<file path="config.mk">
export PLATFORM = sky130hd
export DESIGN_NAME = rfc_frame_core
export DESIGN_NICKNAME = d
export VERILOG_FILES = /design/src/rtl/core/rfc_pkg.sv /design/src/rtl/core/rfc_frame_core.sv
export SDC_FILE = /design/constraint.sdc
export NUM_CORES = 1
export LEC_CHECK = 0
export BUFFER_PORTS_ARGS = -buffer_cell sky130_fd_sc_hd__buf_2
export CAP_MARGIN = 10
export CORE_AREA = 2 2 129 131
export CTS_CLUSTER_SIZE = 20
export DETAILED_ROUTE_END_ITERATION = 8
export DIE_AREA = 0 0 131 133
export SYNTH_ARGS = -nofsm -noshare
export SYNTH_HDL_FRONTEND = slang
export SYNTH_SLANG_ARGS = --single-unit
export TNS_END_PERCENT = 30
</file>
<file path="constraint.sdc">
create_clock -name clk_i -period 5.2 [get_ports clk_i]
set_input_delay 0.52 -clock clk_i [delete_from_list [all_inputs] [get_ports clk_i]]
set_output_delay 0.52 -clock clk_i [all_outputs]
set_load 0.005 [all_outputs]
</file>
<file path="src/rtl/core/rfc_pkg.sv">
// Types, codes and helper functions of the response frame checker.
// No dependencies; imported by every module of the block.
package rfc_pkg;

  typedef enum logic [1:0] {
    MODE_BROADCAST = 2'd0,
    MODE_FRAMED    = 2'd1,
    MODE_OTHER     = 2'd2
  } rfc_mode_e;

  typedef enum logic [2:0] {
    ST_OK       = 3'd0,
    ST_BAD_LEN  = 3'd1,
    ST_MALFORM  = 3'd2,
    ST_WRONG_SRC = 3'd3,
    ST_BAD_SUM  = 3'd4
  } rfc_status_e;

  localparam logic [7:0] SRC_BROADCAST = 8'h00;
  localparam logic [7:0] SRC_FRAMED_A  = 8'h26;
  localparam logic [7:0] SRC_FRAMED_B  = 8'h27;
  localparam logic [7:0] SRC_FRAMED_C  = 8'h30;
  localparam logic [7:0] START_RESET   = 8'h35;
  localparam logic [7:0] MIN_FRAME     = 8'd5;
  localparam logic [7:0] FIRST_PAYLOAD = 8'd3;
  localparam int unsigned FIFO_DEPTH   = 4;

  typedef struct packed {
    logic       func;
    logic [7:0] rx_byte;
    logic       last;
    logic [7:0] expected_source;
  } rfc_item_t;

  typedef struct packed {
    logic       out_kind;
    logic [7:0] payload_byte;
    logic [2:0] status;
    logic [7:0] payload_count;
    logic       out_last;
  } rfc_result_t;

  // Up to two results per item, first one in res0.
  typedef struct packed {
    logic        valid0;
    logic        valid1;
    rfc_result_t res0;
    rfc_result_t res1;
  } rfc_push_t;

  function automatic rfc_mode_e mode_of(input logic [7:0] src);
    if (src == SRC_BROADCAST) begin
      return MODE_BROADCAST;
    end
    if (src == SRC_FRAMED_A || src == SRC_FRAMED_B || src == SRC_FRAMED_C) begin
      return MODE_FRAMED;
    end
    return MODE_OTHER;
  endfunction

  function automatic rfc_status_e frame_status(
    input rfc_mode_e  mode,
    input logic [7:0] cnt,
    input logic [7:0] first,
    input logic [7:0] srcb,
    input logic [7:0] latched,
    input logic [7:0] len,
    input logic [7:0] xsum,
    input logic [7:0] start
  );
    rfc_status_e st;
    st = ST_OK;
    case (mode)
      MODE_BROADCAST: begin
        st = (cnt == 8'd0) ? ST_BAD_LEN : ST_OK;
      end
      MODE_FRAMED: begin
        if (cnt < MIN_FRAME)         st = ST_BAD_LEN;
        else if (first != start)     st = ST_MALFORM;
        else if (srcb != latched)    st = ST_WRONG_SRC;
        else if (len != cnt)         st = ST_BAD_LEN;
        else if (xsum != 8'd0)       st = ST_BAD_SUM;
        else                         st = ST_OK;
      end
      default: begin
        st = ST_OK;
      end
    endcase
    return st;
  endfunction

endpackage

</file>
<file path="src/rtl/core/rfc_frame_core.sv">
// Per-frame state and checking logic: takes one item per fire, builds up to two results.
// Depends on rfc_pkg.
module rfc_frame_core import rfc_pkg::*; #(
  parameter int unsigned MAX_FRAME_BYTES = 255
) (
  input  logic       clk_i,
  input  logic       rst_ni,
  input  logic       fire_i,
  input  rfc_item_t  item_i,
  input  logic [7:0] start_byte_i,
  output rfc_push_t  push_o
);

  logic [7:0] cnt_q, cnt_d;
  logic [7:0] xor_q, xor_d;
  logic [7:0] first_q, first_d;
  logic [7:0] srcb_q, srcb_d;
  logic [7:0] len_q, len_d;
  rfc_mode_e  mode_q, mode_d;
  logic [7:0] latched_q, latched_d;
  logic [7:0] emit_q, emit_d;

  logic [7:0] max_bytes;
  assign max_bytes = MAX_FRAME_BYTES[7:0];

  always_comb begin
    rfc_result_t pay_res;
    rfc_result_t st_res;
    logic        take;
    logic        payload;
    logic        done;
    rfc_mode_e   mode_end;

    cnt_d     = cnt_q;
    xor_d     = xor_q;
    first_d   = first_q;
    srcb_d    = srcb_q;
    len_d     = len_q;
    mode_d    = mode_q;
    latched_d = latched_q;
    emit_d    = emit_q;
    payload   = 1'b0;
    take      = 1'b0;
    mode_end  = mode_q;

    if (item_i.func) begin
      // Reply ended: a reply with no bytes takes its mode from the source now.
      if (cnt_q == 8'd0) begin
        mode_end = mode_of(item_i.expected_source);
      end
    end else begin
      take = (cnt_q < max_bytes);
      if (take) begin
        if (cnt_q == 8'd0) begin
          latched_d = item_i.expected_source;
          mode_d    = mode_of(item_i.expected_source);
          first_d   = item_i.rx_byte;
        end else if (cnt_q == 8'd1) begin
          srcb_d = item_i.rx_byte;
        end else if (cnt_q == 8'd2) begin
          len_d = item_i.rx_byte;
        end
        xor_d = xor_q ^ item_i.rx_byte;
        cnt_d = cnt_q + 8'd1;
        case (mode_d)
          MODE_BROADCAST: payload = 1'b1;
          MODE_FRAMED: begin
            payload = (cnt_q >= FIRST_PAYLOAD) &&
                      (({1'b0, cnt_q} + 9'd2) <= {1'b0, len_d});
          end
          default: payload = 1'b0;
        endcase
        if (payload) begin
          emit_d = emit_q + 8'd1;
        end
      end
      mode_end = mode_d;
    end

    done = item_i.func || item_i.last;

    pay_res.out_kind      = 1'b0;
    pay_res.payload_byte  = item_i.rx_byte;
    pay_res.status        = ST_OK;
    pay_res.payload_count = emit_d;
    pay_res.out_last      = 1'b0;

    st_res.out_kind      = 1'b1;
    st_res.payload_byte  = 8'd0;
    st_res.status        = frame_status(mode_end, cnt_d, first_d, srcb_d, latched_d,
                                        len_d, xor_d, start_byte_i);
    st_res.payload_count = emit_d;
    st_res.out_last      = 1'b1;

    if (payload) begin
      push_o.valid0 = fire_i;
      push_o.res0   = pay_res;
      push_o.valid1 = fire_i && done;
      push_o.res1   = st_res;
    end else begin
      push_o.valid0 = fire_i && done;
      push_o.res0   = st_res;
      push_o.valid1 = 1'b0;
      push_o.res1   = st_res;
    end

    // Drop all frame state once the status goes out.
    if (done) begin
      cnt_d     = 8'd0;
      xor_d     = 8'd0;
      first_d   = 8'd0;
      srcb_d    = 8'd0;
      len_d     = 8'd0;
      mode_d    = MODE_BROADCAST;
      latched_d = 8'd0;
      emit_d    = 8'd0;
    end
  end

  always_ff @(posedge clk_i or negedge rst_ni) begin
    if (!rst_ni) begin
      cnt_q     <= 8'd0;
      xor_q     <= 8'd0;
      first_q   <= 8'd0;
      srcb_q    <= 8'd0;
      len_q     <= 8'd0;
      mode_q    <= MODE_BROADCAST;
      latched_q <= 8'd0;
      emit_q    <= 8'd0;
    end else if (fire_i) begin
      cnt_q     <= cnt_d;
      xor_q     <= xor_d;
      first_q   <= first_d;
      srcb_q    <= srcb_d;
      len_q     <= len_d;
      mode_q    <= mode_d;
      latched_q <= latched_d;
      emit_q    <= emit_d;
    end
  end

endmodule

</file>
==> summary.md, run 1 <==
| Metric | Value |
|---|---|
| Critical path's largest stage delay | `about 0.50 ns` |
| Clock-pin slew reported for the worst setup and hold paths after clock tree synthesis | `0.06 ns` |
| Maximum buffer depth of the clock tree | `2` |
| Number of rows created at floorplan | `47` |
| Number of enable-type register cells in the synthesized netlist | `0` |
| Fmax | `about 210 MHz` |
| Total design power | `1.276 mW` |
| Post-Place Worst Slack | `0.2919 ns` |
| Fraction of the cycle the final worst path needs | `just over 90%` |
| MaxCap Viol Count | `0` |
| Starting Density | `between 20% and 30%` |
| Cell area after synthesis | `around 4800 sq um` |
| Filler cell count | `roughly 1.7k` |
| Worst reg2reg endpoint | `emit_q[3]` |
| Portion of synthesized cell area occupied by the leading cell type | `30.52%` |
| Number of antenna-violating nets in the routed design | `0` |
| Total setup violations reported at the end of the flow | `0` |
| Pin count of the biggest net entering global routing | `59` |
| Largest delay contributor family on the critical path | `simple AND/OR/NAND/NOR gates` |
| Count of final max-slew check failures | `0` |
| Count of unique library cells instantiated by Yosys | `65` |
| Largest area contributor in the netlist | `dfrtp_1` |
| Ordered cell list for the critical path | `inv_1 -> ha_1 -> nor3b_2 -> nand3_2 -> mux2i_1 -> ha_1 -> a21o_1 -> a21oi_1 -> o221ai_1 -> a21oi_1 -> o211ai_1 -> or2_2 -> xnor2_1 -> buf_2` |
| Cell chosen for the clock root | `clkbuf_16` |
| Crit path arrival time | `4.26 ns` |
| Critical path fanouts, max | `13` |
| Worst r2r src | `cnt_q[0]` |
| Area after DPL | `5107 sq um` |
| Post-detailed-route via-to-cell ratio | `5.627` |
| Die Area | `17420 sq um` |
| Total track usage | `~18%` |
| Post-Place Cells | `796` |
| Clk Latency, worst-skew pair | `~0.34 ns` |
| Sum of negative setup slack | `0 ns` |
| Setup slack after layout | `between 0.4 and 0.5 ns` |
| Unrepaired setup endpoints after global routing | `false` |
| Vertical extent of the die | `133 microns` |
| Congestion Overflow GR | `0` |
| Wire length of the first global-routing pass | `roughly 24000 microns` |
| Worst slew margin | `23.31%` |
| HP Class | `in2async` |
| Slew of the pin with the lowest slew margin | `1.143 ns` |
| Inserted Clock Buffers | `9` |
| Commonest cells after routing, fill and taps aside | `buf_2 (62), dfrtp_1 (58), o21ai_0 (38)` |
| # port buffers | `just over 60` |
| Sequential share of the synthesized area | `30.52%` |
| Status | `completed` |
| Critical path depth | `14` |
| Wire length reported by the detailed router | `14980 microns` |
| Count of placed standard cells in the final layout, fillers left out | `810` |
| Number of antenna diodes | `0` |
| Clock tree from TritonCTS | `done` |
| Worst IR Drop VDD | `0.0001628 V` |
| Routed wire length per instance | `18.49 microns` |
| Number of warnings issued by yosys | `0` |
| Antenna violations before repair | `0` |
| Post-route minimum period | `4.779 ns` |
| Fraction of registers with async set/reset | `100.0%` |
| Min Hold Slack | `between 0.3 and 0.4 ns` |
| Minimum setup slack among reg-to-reg paths | `1.09 ns` |
| Number of ports placed on the die boundary | `73` |
| Crit path kind | `reg2out` |
| Power Dens Cells | `235.9 nW/um^2` |
| Total clock sinks | `58` |
| Worst Clk Skew | `0.006878 ns` |
| Critical path buffers and inverters | `2` |
| Most frequent standard cell in the layout excluding fill and tap cells | `buf_2` |
| Number of storage elements in the synthesis netlist | `58` |
| Vias after detailed routing | `4558` |
| Post-synthesis cell count | `between 500 and 600` |
| First-pass detailed-route iteration total | `7` |
| Area of the core region | `16170 sq um` |
| Total non-filler cell area in the finished layout | `5411 sq um` |
| Number of H-tree levels | `3` |
| Area Growth Syn to Fin | `13.79%` |
| CP max-delay cell | `dfrtp_1` |
| Hpwl dp | `10510 microns` |
| Total of hold buffers inserted after clock tree synthesis | `0` |
| Element type at the critical path start | `register` |
| Data required, critical path | `4.68 ns` |
| Mean instance size in the synthesized netlist | `8.508 sq um` |
| DRC violations left | `0` |
| Final design utilization | `33.46%` |
| Worst r2r path cells | `14` |
| Fraction of layout instances using a drive strength above 1 | `between 10% and 20%` |
| Fin. Hold Viols | `0` |
| Final Wtd Congestion | `~0.93` |
| Chip width | `131 microns` |
| CP Capture Type | `output port` |
| Biggest area contributors in the synthesized netlist | `dfrtp_1 (31%), a22o_1 (4.1%), o21ai_0 (4.0%)` |
| Initial detailed-routing violation count | `387` |
| Layout Nets | `630` |
| Predominant post-synthesis flop cell | `dfrtp_1` |
| Reported leakage power | `2.386 nW` |
| Vias in the first global route | `roughly 4.2k` |
power breakdown:
group	leakage [nW]	switching, mW	internal, mW
logic	1.44	0.127	0.0678
clock network	0.147	0.219	0.390
registers	0.803	0.0108	0.462
flip-flops by register name (all words and copies together) (netlist names):
name,count
emit_q,8
xor_q,8
cnt_q,8
mode_q,2
first_q,8
latched_q,8
len_q,8
srcb_q,8
worst max-delay path by stage:
stage               slack [ns]         end     start
finish                    0.42  push_o[29]  cnt_q[0]
global route              0.02  push_o[29]  cnt_q[0]
CTS                       0.15  push_o[25]  cnt_q[0]
detailed placement        0.29  push_o[25]  cnt_q[0]
global placement          0.51  push_o[25]  cnt_q[0]
floorplan                 0.93  push_o[29]  cnt_q[0]
layout make-up:
class | instances | area, sq um | area share (%)
clock inverters | 3 | 40.04 | 0.7399
clock buffers | 11 | 252.7 | 4.671
well taps | 220 | 275.3 | 5.087
inverters | 21 | 78.83 | 1.457
flip-flops and latches | 58 | 1451 | 26.82
repair buffers | 69 | 362.8 | 6.705
multi-input cells | 428 | 2950 | 54.52
Yosys cell counts (12+ instances only):
library cell  instances
buf_4                19
inv_1                20
mux2i_1              16
o21ai_0              38
nand2_1              36
clkbuf_1             32
nor2_1               34
ha_1                 14
nand3_1              16
a22o_1               22
xnor2_1              20
a21oi_1              22
dfrtp_1              58
nand4_1              12
what timing repair did:
| item | 4_1_cts | 5_1_grt |
|---|---|---|
| endpoints found under the hold margin | 0 | 0 |
| resized for setup | 1 | 2 |
| pin swaps | 0 | 0 |
| endpoints found under the setup margin | 3 | 19 |
| setup buffers | 0 | 0 |
per-layer routing:
metal  wire length (microns)  up-vias  track usage, %
li1                        -     2137               -
met1                    6932     2237           24.72
met2                    6741      150           26.31
met3                     805       34           3.680
met4                     497        0           6.974
met5                       0        -               0
cell families (layout without fill, tap and decap cells):
family          Yosys count  in the layout  share of synthesized area, %
compound gates          184            184                         27.47
other cells               2             10                        0.1579
flops                    58             58                         30.52
mux                      16             16                         3.367
xor+xnor                 30             30                         5.525
simple gates            174            174                         20.78
buf+inv                  81            104                         8.498
fa+ha+maj                14             14                         3.683
(Power assumes the default switching activity.)
==> inputs of run 2 (changes only) <==
--- a/config.mk
+++ b/config.mk
@@ -5,12 +5,13 @@
 export SDC_FILE = /design/constraint.sdc
 export NUM_CORES = 1
 export LEC_CHECK = 0
-export BUFFER_PORTS_ARGS = -buffer_cell sky130_fd_sc_hd__buf_2
 export CAP_MARGIN = 10
 export CORE_AREA = 2 2 129 131
 export CTS_CLUSTER_SIZE = 20
 export DETAILED_ROUTE_END_ITERATION = 8
 export DIE_AREA = 0 0 131 133
+export DONT_BUFFER_PORTS = 1
+export PLACE_DENSITY = 0.46
 export SYNTH_ARGS = -nofsm -noshare
 export SYNTH_HDL_FRONTEND = slang
 export SYNTH_SLANG_ARGS = --single-unit
==> run 2 against run 1 <==
  * Core utilization fell by 1.3 points
  * Clock skew rose by 0.0013 ns
  * Total power rose by 5.0%
  * Clock-buffer cell count rose by 2
  * Combinational power fell by 17%
==> summary.md, run 2 (synthesis gave the netlist of run 1 again) <==
| Metric | Value |
|---|---|
| Post-route minimum period | `roughly 4.7 ns` |
| Number of rows created at floorplan | `between 40 and 50` |
| Post-detailed-route via-to-cell ratio | `5.732` |
| Final Wtd Congestion | `0.9499` |
| Antenna violations before repair | `0` |
| First-pass detailed-route iteration total | `5` |
| Post-Place Worst Slack | `0.2330 ns` |
| Initial detailed-routing violation count | `a little under 400` |
| Count of placed standard cells in the final layout, fillers left out | `approximately 750` |
| Data required, critical path | `4.68 ns` |
| Worst Clk Skew | `0.008132 ns` |
| Reported leakage power | `2.138 nW` |
| Post-Place Cells | `~730` |
| Inserted Clock Buffers | `9` |
| Starting Density | `29.41%` |
| Area Growth Syn to Fin | `9.287%` |
| Routed wire length per instance | `20.75 microns` |
| Number of ports placed on the die boundary | `73` |
| Sum of negative setup slack | `0 ns` |
| Unrepaired setup endpoints after global routing | `false` |
| Met1 WL | `roughly 7100 microns` |
| Setup slack after layout | `0.4605 ns` |
| Number of H-tree levels | `3` |
| Clock-pin slew reported for the worst setup and hold paths after clock tree synthesis | `0.06 ns` |
| Fraction of the cycle the final worst path needs | `91.14%` |
| Vias after detailed routing | `4305` |
| Layout Nets | `569` |
| Met3 Routed Length | `906 microns` |
| Number of antenna diodes | `0` |
| Count of buffers added by post-CTS timing repair for setup | `0` |
| Worst slew margin | `32.24%` |
| Cell chosen for the clock root | `clkbuf_16` |
| # port buffers | `0` |
| Clock tree from TritonCTS | `done` |
| DRC violations left | `0` |
| Filler cell count | `1709` |
| Vias in the first global route | `4181` |
| Most frequent standard cell in the layout excluding fill and tap cells | `dfrtp_1` |
| Area of the core region | `16170 sq um` |
| MaxCap Viol Count | `0` |
| Crit path kind | `reg2out` |
| Worst IR Drop VDD | `0.0001579 V` |
| Min Hold Slack | `0.02796 ns` |
| Fmax | `211.0 MHz` |
| Status | `completed` |
| Commonest cells after routing, fill and taps aside | `dfrtp_1 (58), o21ai_0 (38), nand2_1 (36)` |
| Count of final max-slew check failures | `0` |
| Clk Latency, worst-skew pair | `0.35 ns` |
| Fraction of layout instances using a drive strength above 1 | `approximately 8%` |
| Highest metal layer with signal wires | `met4` |
| Total setup violations reported at the end of the flow | `0` |
| Die Area | `17420 sq um` |
| Total track usage | `18.54%` |
| Power Dens Cells | `257.9 nW/um^2` |
| Total clock sinks | `58` |
| Maximum buffer depth of the clock tree | `2` |
| Crit path arrival time | `4.22 ns` |
| Hpwl dp | `between 10000 and 15000 microns` |
| Chip width | `roughly 130 microns` |
| Wire length of the first global-routing pass | `24610 microns` |
| Vertical extent of the die | `133 microns` |
| Critical path fanouts, max | `13` |
| CP Capture Type | `output port` |
| Pin count of the biggest net entering global routing | `59` |
| HP Class | `in2async` |
| Wire length reported by the detailed router | `15590 microns` |
| Element type at the critical path start | `register` |
| Number of antenna-violating nets in the routed design | `0` |
| Wire length on met2 | `7354 microns` |
| Slew of the pin with the lowest slew margin | `~1.0 ns` |
| Fin. Hold Viols | `0` |
| Congestion Overflow GR | `0` |
## run 2: cell types whose count changed in the layout (fill, tap and decap cells not counted)
cell and change:
buf_16 +1, buf_2 -62, bufinv_16 +1, clkbuf_8 +2
clkinv_2 -2, clkinv_4 +1, nand3_2 -1, nand3_4 +1
nor3_1 -1, nor3_2 +1
## run 2: report_power, final
| group | switching (mW) | internal, mW |
|---|---|---|
| combinational | 0.102 | 0.0592 |
| clock | 0.234 | 0.473 |
| sequential | 0.0108 | 0.462 |
## run 2: worst paths after layout
check / to / start / slack (ns) / depth (start not counted)
min in group clk_i: cnt_q[2] / fire_i / 0.26 / 1
max in group asynchronous: cnt_q[4] / rst_ni / 4.88 / 1
max reg2reg: emit_q[3] / cnt_q[0] / 1.10 / 14
max: push_o[8] / cnt_q[0] / 0.46 / 13
min: latched_q[5] / rst_ni / 0.03 / 1
min reg2reg: mode_q[0] / mode_q[0] / 0.48 / 2
## run 2: layout make-up
cell class                      instances  area (sq um)  share of cell area, %
Sequential cell                        58          1451                  27.92
Tap cell                              220         275.3                  5.296
Inverter                               21         78.83                  1.517
Timing Repair Buffer                    8         80.08                  1.541
Clock inverter                          3         68.82                  1.324
Multi-Input combinational cell        428          2963                  57.01
Clock buffer                           13         280.3                  5.392
## run 2: per-stage QoR
stage / power, mW / area, sq um / util [%]
detailed placement: 0.6270 / 4795 / 29.65
global placement: 0.6258 / 4795 / 29.65
finish: 1.341 / 5197 / 32.14
global route: 1.394 / 5197 / 32.14
CTS: 1.351 / 5176 / 32.01
floorplan: 0.6076 / 4786 / -
## run 2: worst max-delay path, cell delays in order (launching register included)
cell and delay, ns:
dfrtp_1 0.52, inv_1 0.21, ha_1 0.27, nor3b_2 0.38, nand3_4 0.24, mux2i_1 0.26
ha_1 0.27, o21a_1 0.19, o21a_1 0.17, o22a_1 0.19, a21oi_1 0.25, o211ai_1 0.25
or2_2 0.40, xnor2_1 0.28
## run 2: timing repair
item / in CTS / in global routing
setup endpoints to repair: 3 / 29
hold endpoints to repair: 58 / 0
cloned: 0 / 0
hold buffers: 1 / 0
pin swaps: 0 / 0
resized for setup: 1 / 3
## run 2: metal layers
metal / global-route usage (%) / vias up
li1: - / 2026
met1: 25.24 / 2126
met2: 29.07 / 136
met3: 5.176 / 17
met4: 4.314 / 0
met5: 0 / -
